`src/bpc_div.sv`:
```
// Pipelined restoring divider, one quotient bit per register stage.
// Unsigned operands; a side tag travels with each word. Uses no package.
module bpc_div #(
  parameter int NW = 27,
  parameter int DW = 18,
  parameter int TW = 8
) (
  input  logic          clk,
  input  logic          rst,
  input  logic          in_valid,
  input  logic [NW-1:0] dividend,
  input  logic [DW-1:0] divisor,
  input  logic [TW-1:0] tag_in,
  output logic          out_valid,
  output logic [NW-1:0] quotient,
  output logic [TW-1:0] tag_out
);

  logic          vld [NW];
  logic [DW-1:0] rem [NW];
  logic [NW-1:0] num [NW];
  logic [DW-1:0] den [NW];
  logic [TW-1:0] tag [NW];

  logic          pv_vld [NW];
  logic [DW-1:0] pv_rem [NW];
  logic [NW-1:0] pv_num [NW];
  logic [DW-1:0] pv_den [NW];
  logic [TW-1:0] pv_tag [NW];

  always_comb begin
    pv_vld[0] = in_valid;
    pv_rem[0] = '0;
    pv_num[0] = dividend;
    pv_den[0] = divisor;
    pv_tag[0] = tag_in;
    for (int k = 1; k < NW; k++) begin
      pv_vld[k] = vld[k-1];
      pv_rem[k] = rem[k-1];
      pv_num[k] = num[k-1];
      pv_den[k] = den[k-1];
      pv_tag[k] = tag[k-1];
    end
  end

  for (genvar k = 0; k < NW; k++) begin : g_stage
    logic [DW:0]   trial;
    logic [DW:0]   diff;
    logic          ge;

    always_comb begin
      trial = {pv_rem[k], pv_num[k][NW-1]};
      diff  = trial - {1'b0, pv_den[k]};
      ge    = trial >= {1'b0, pv_den[k]};
    end

    always_ff @(posedge clk) begin
      if (rst) begin
        vld[k] <= 1'b0;
      end else begin
        vld[k] <= pv_vld[k];
      end
    end

    always_ff @(posedge clk) begin
      rem[k] <= ge ? diff[DW-1:0] : trial[DW-1:0];
      num[k] <= {pv_num[k][NW-2:0], ge};
      den[k] <= pv_den[k];
      tag[k] <= pv_tag[k];
    end
  end

  assign out_valid = vld[NW-1];
  assign quotient  = num[NW-1];
  assign tag_out   = tag[NW-1];

endmodule

```
`config.mk`:
```
export PLATFORM = sky130hd
export DESIGN_NAME = bpc_div
export DESIGN_NICKNAME = d
export VERILOG_FILES = /design/src/bpc_div.sv
export SDC_FILE = /design/constraint.sdc
export NUM_CORES = 2
export LEC_CHECK = 0
export BUFFER_PORTS_ARGS = -buffer_cell sky130_fd_sc_hd__clkbuf_2
export CAP_MARGIN = 20
export CORE_MARGIN = 4
export CORE_UTILIZATION = 45
export CTS_CLUSTER_DIAMETER = 40
export DETAILED_ROUTE_END_ITERATION = 6
export GPL_TIMING_DRIVEN = 0
export PLACE_DENSITY = 0.67
export SYNTH_ARGS = -nofsm -noshare
export SYNTH_HDL_FRONTEND = slang
export SYNTH_SLANG_ARGS = --single-unit
export TNS_END_PERCENT = 5
```
`constraint.sdc`:
```
create_clock -name clk -period 3.4 [get_ports clk]
set_input_delay 0.51 -clock clk [delete_from_list [all_inputs] [get_ports clk]]
set_output_delay 0.51 -clock clk [all_outputs]
set_load 0.05 [all_outputs]
```
==> reports/results.txt <==
Outcome: complete, no violations
Placer Congestion: 0.8819
Reg2reg end: rem[1][158]
Die width: 392.6 um
Fin util: 53.97%
Total number of vias: 41420
First-pass GRT wire length: 202100 um
Cell taking the most area after synthesis: dfxtp_1
Proportion of layout cells with a drive suffix above 1: 15.45%
Post-synth top area share: 57.40%
Post-Syn Area: 66550 um^2
Initial antenna violation count: 1
Worst R2R Path Depth: 11
Syn nets: 6445
Final slew viol count: 0
Fin. Hold Viols: 0
Core box area: 146300 um^2
Number of fillers in the final layout: 12390
Routed length per placed instance: 14.61 um
Worst-margin pin slew: 897.1 ps
DRC: 0
Unrepaired setup endpoints after global routing: yes
Seq pwr share: 37.4%
Ys async rst share: 0%
Worst-path fanout max: 10
Post-Place Cells: 7902
Fin cells: 8417
Hold path depth: 0
Total power divided by cell area: 921.8 nW/um^2
Hold EP: num[1][55]
Drt first-iter violations: 1907
Via/cell ratio: 4.921
Boundary Pins: 92
Fin nets: 6833
Hold WS: 291.5 ps
Startpoint Class: flop
Internal: 50.67 mW
Worst Clk Skew: 53.53 ps
Synthesized instance count: 5894
Initial Util: 45.50%
Combinational share of power: 26.8%
Clock share of power: 35.7%
CTS Buf Count: 237
Setup slack, reg-to-reg: 100 ps
Most used flip-flop cell after synthesis: dfxtp_1
Clock Pin Slew Worst Setup and Hold Paths: 60 ps
CTS tree: built
Rows: 140
Minimum clock period: 3303 ps
Pre-CTS setup slack: -545.3 ps
Post-synthesis sequential area ratio: 57.40%
FMAX: 0.3028 GHz
P&R area growth vs syn: 18.63%
Total grt overflow: 0
Setup CP Type: reg2reg
Switching share of power: 30.36%
Clock sink count: 1908
Global Route Usage Sum: 15.85%
Synth top area cells: dfxtp_1 (57%), ha_1 (8.8%), mux2_2 (5.5%), inv_1 (3.4%), xnor2_1 (3.1%)
Antenna-violating nets left: 0
Crit. End Element: flop
Clk_lat worst skew: 840 ps
Fin worst setup slack: 97.41 ps
Die Y: 392.6 um
P_leak: 35.65 nW
WP data required: 4080 ps
RR Startpoint: den[1][127]
Drt total wl: 122900 um
Post-synth EDFFs: 0
Pin count of the biggest net entering global routing: 20
Clk root buf: clkbuf_16
Vias in the first global route: 41570
Dpl hpwl: 89560 um
Pre-Repair DR Iteration Count: 6
Net Sw Power: 22.10 mW
Startpoint of the worst hold path: num[1][27]
Hold WC Path Type: reg2reg
Final setup violation count: 0
Maximum clock insertion buffer count: 3
Port-buffer cells: 91
Ys Warns: 0
Tot Pwr: 72.77 mW
Fin crit share: 97.13%
Synth cell types: 89
Mapped Avg Cell Area: 11.29 um^2
Maximum VDD drop: 502.9 uV
Arr. time, crit path: 3990 ps
Max cap viols: 0
CP startpoint: den[1][127]
Die area: 154100 um^2
Slew HR: 38.65%
H-tree depth: 4
Seq cells post-synth: 1908
## cell families (layout without fill, tap and decap cells)
group	after synthesis	count (layout)	synth area share [%]
other	0	2	0
and+or+nand+nor	874	874	6.353
AOI/OAI and AO/OA	1198	1198	11.75
buffers and inverters	711	1315	4.253
DFF	1908	1908	57.40
xor gates and xnor gates	350	350	4.606
muxes	358	358	6.056
adders and majority gates	495	495	9.589
## sequential cells by signal (all words and copies together), names as in the netlist
name / cells
vld: 27
tag: 216
num: 729
den: 468
rem: 468
## worst max-delay path, cell delays in order (launching register included)
cell and delay [ps]:
dfxtp_1 330, inv_1 70, ha_1 310, nor2b_1 160
o31a_1 270, o31a_1 320, o31ai_4 280, o31a_1 280
o21ai_2 100, a41oi_4 450, buf_8 230, mux2_2 340
## layer usage
| metal | GRT usage [%] | routed length, um | part of all wire, % |
|---|---|---|---|
| met1 | 19.56 | 54930 | 45 |
| met2 | 26.80 | 57840 | 47 |
| met3 | 3.441 | 5828 | 4.7 |
| met4 | 6.695 | 4350 | 3.5 |
| met5 | 0 | 0 | 0 |
## per-stage QoR
stage | instance area, um^2 | setup TNS (ps)
finish | 78950 | 0
global route | 78940 | -380.8
CTS | 78750 | 0
detailed placement | 69400 | -27010
global placement | 69400 | -22090
floorplan | 66550 | 0
## Yosys cell counts, types with 8 or more instances
library cell     n
a31o_2           9
or2_2           14
ha_1           470
nor4_1          15
nand2_1        200
o21bai_1        48
nor2b_1         73
nand2b_1        23
o21ai_0        235
or3_1           20
o21a_1          74
a211oi_1        43
o211ai_1        39
xnor2_1        236
a21oi_1        345
mux2_4           8
o31ai_1         19
o221ai_1         9
and3_1          33
fa_1            25
buf_4           29
a21boi_0        20
a21o_1         162
o22ai_1          8
nor3_1          32
mux2_2         325
a2111oi_0       17
and2_1          25
buf_2           17
o41ai_1          9
or4_1           10
a41oi_1         13
inv_1          605
o31a_1          36
o21ai_1          8
a31oi_1         29
dfxtp_1       1908
clkbuf_1        55
nand4_1         48
nand3_1         94
xor2_1         114
a211o_1          9
nor2_1         264
mux2i_1         25
## power groups by stage
| stage | Sequential, mW | Clock (mW) | Combinational, mW |
|---|---|---|---|
| 2_1_floorplan | 27.1 | 0 | 15.2 |
| 3_3_place_gp | 27.7 | 0 | 18.5 |
| 3_5_place_dp | 27.8 | 0 | 18.8 |
| 4_1_cts | 27.3 | 26.8 | 19.2 |
| 5_1_grt | 27.6 | 27.8 | 21.7 |
| 6_report | 27.2 | 26.0 | 19.5 |
## layout by cell type (no fill, tap or decap), types with 28 or more instances in the layout
cell type / count
dfxtp_1: 1908
inv_1: 605
ha_1: 470
a21oi_1: 343
mux2_2: 325
nor2_1: 264
clkbuf_16: 237
xnor2_1: 236
o21ai_0: 228
nand2_1: 198
a21o_1: 162
xor2_1: 114
clkbuf_2: 102
nand3_1: 94
o21a_1: 74
nor2b_1: 72
clkbuf_1: 65
dlygate4sd3_1: 55
nand4_1: 48
o21bai_1: 48
o211ai_1: 39
o31a_1: 36
a211oi_1: 35
and3_1: 33
buf_4: 32
clkbuf_8: 32
clkinvlp_4: 32
nor3_1: 31
a31oi_1: 28
## how the worst max path moves through the flow
stage                        to  slack (ps)  depth (start not counted)
floorplan            rem[0][27]         470                         11
global placement     rem[0][51]        -530                         11
detailed placement   rem[0][52]        -550                         11
CTS                 rem[0][118]           3                         11
global route        rem[0][222]         -60                         11
finish              rem[1][158]         100                         11
## area by class of cell
class                           instances  area [um^2]  share of cell area [%]
Clock inverter                        165         2183                   2.766
Multi-Input combinational cell       3275        25800                   32.68
Buffer                                105        598.1                  0.7576
Timing Repair Buffer                  149         1041                   1.319
Sequential cell                      1908        38200                   48.38
Clock buffer                          290         6450                   8.170
Tap cell                             1917         2399                   3.038
Antenna cell                            2        5.005                0.006340
Inverter                              606         2275                   2.881
## timing repair
action / 4_1_cts / 5_1_grt
pin swaps: 3 / 4
resized for setup: 28 / 63
hold buffers: 55 / 0
buffers inserted: 3 / 0
endpoints found under the hold margin: 68 / 0
endpoints found under the setup margin: 196 / 213
Note: power is estimated with default switching activity, not from simulation.
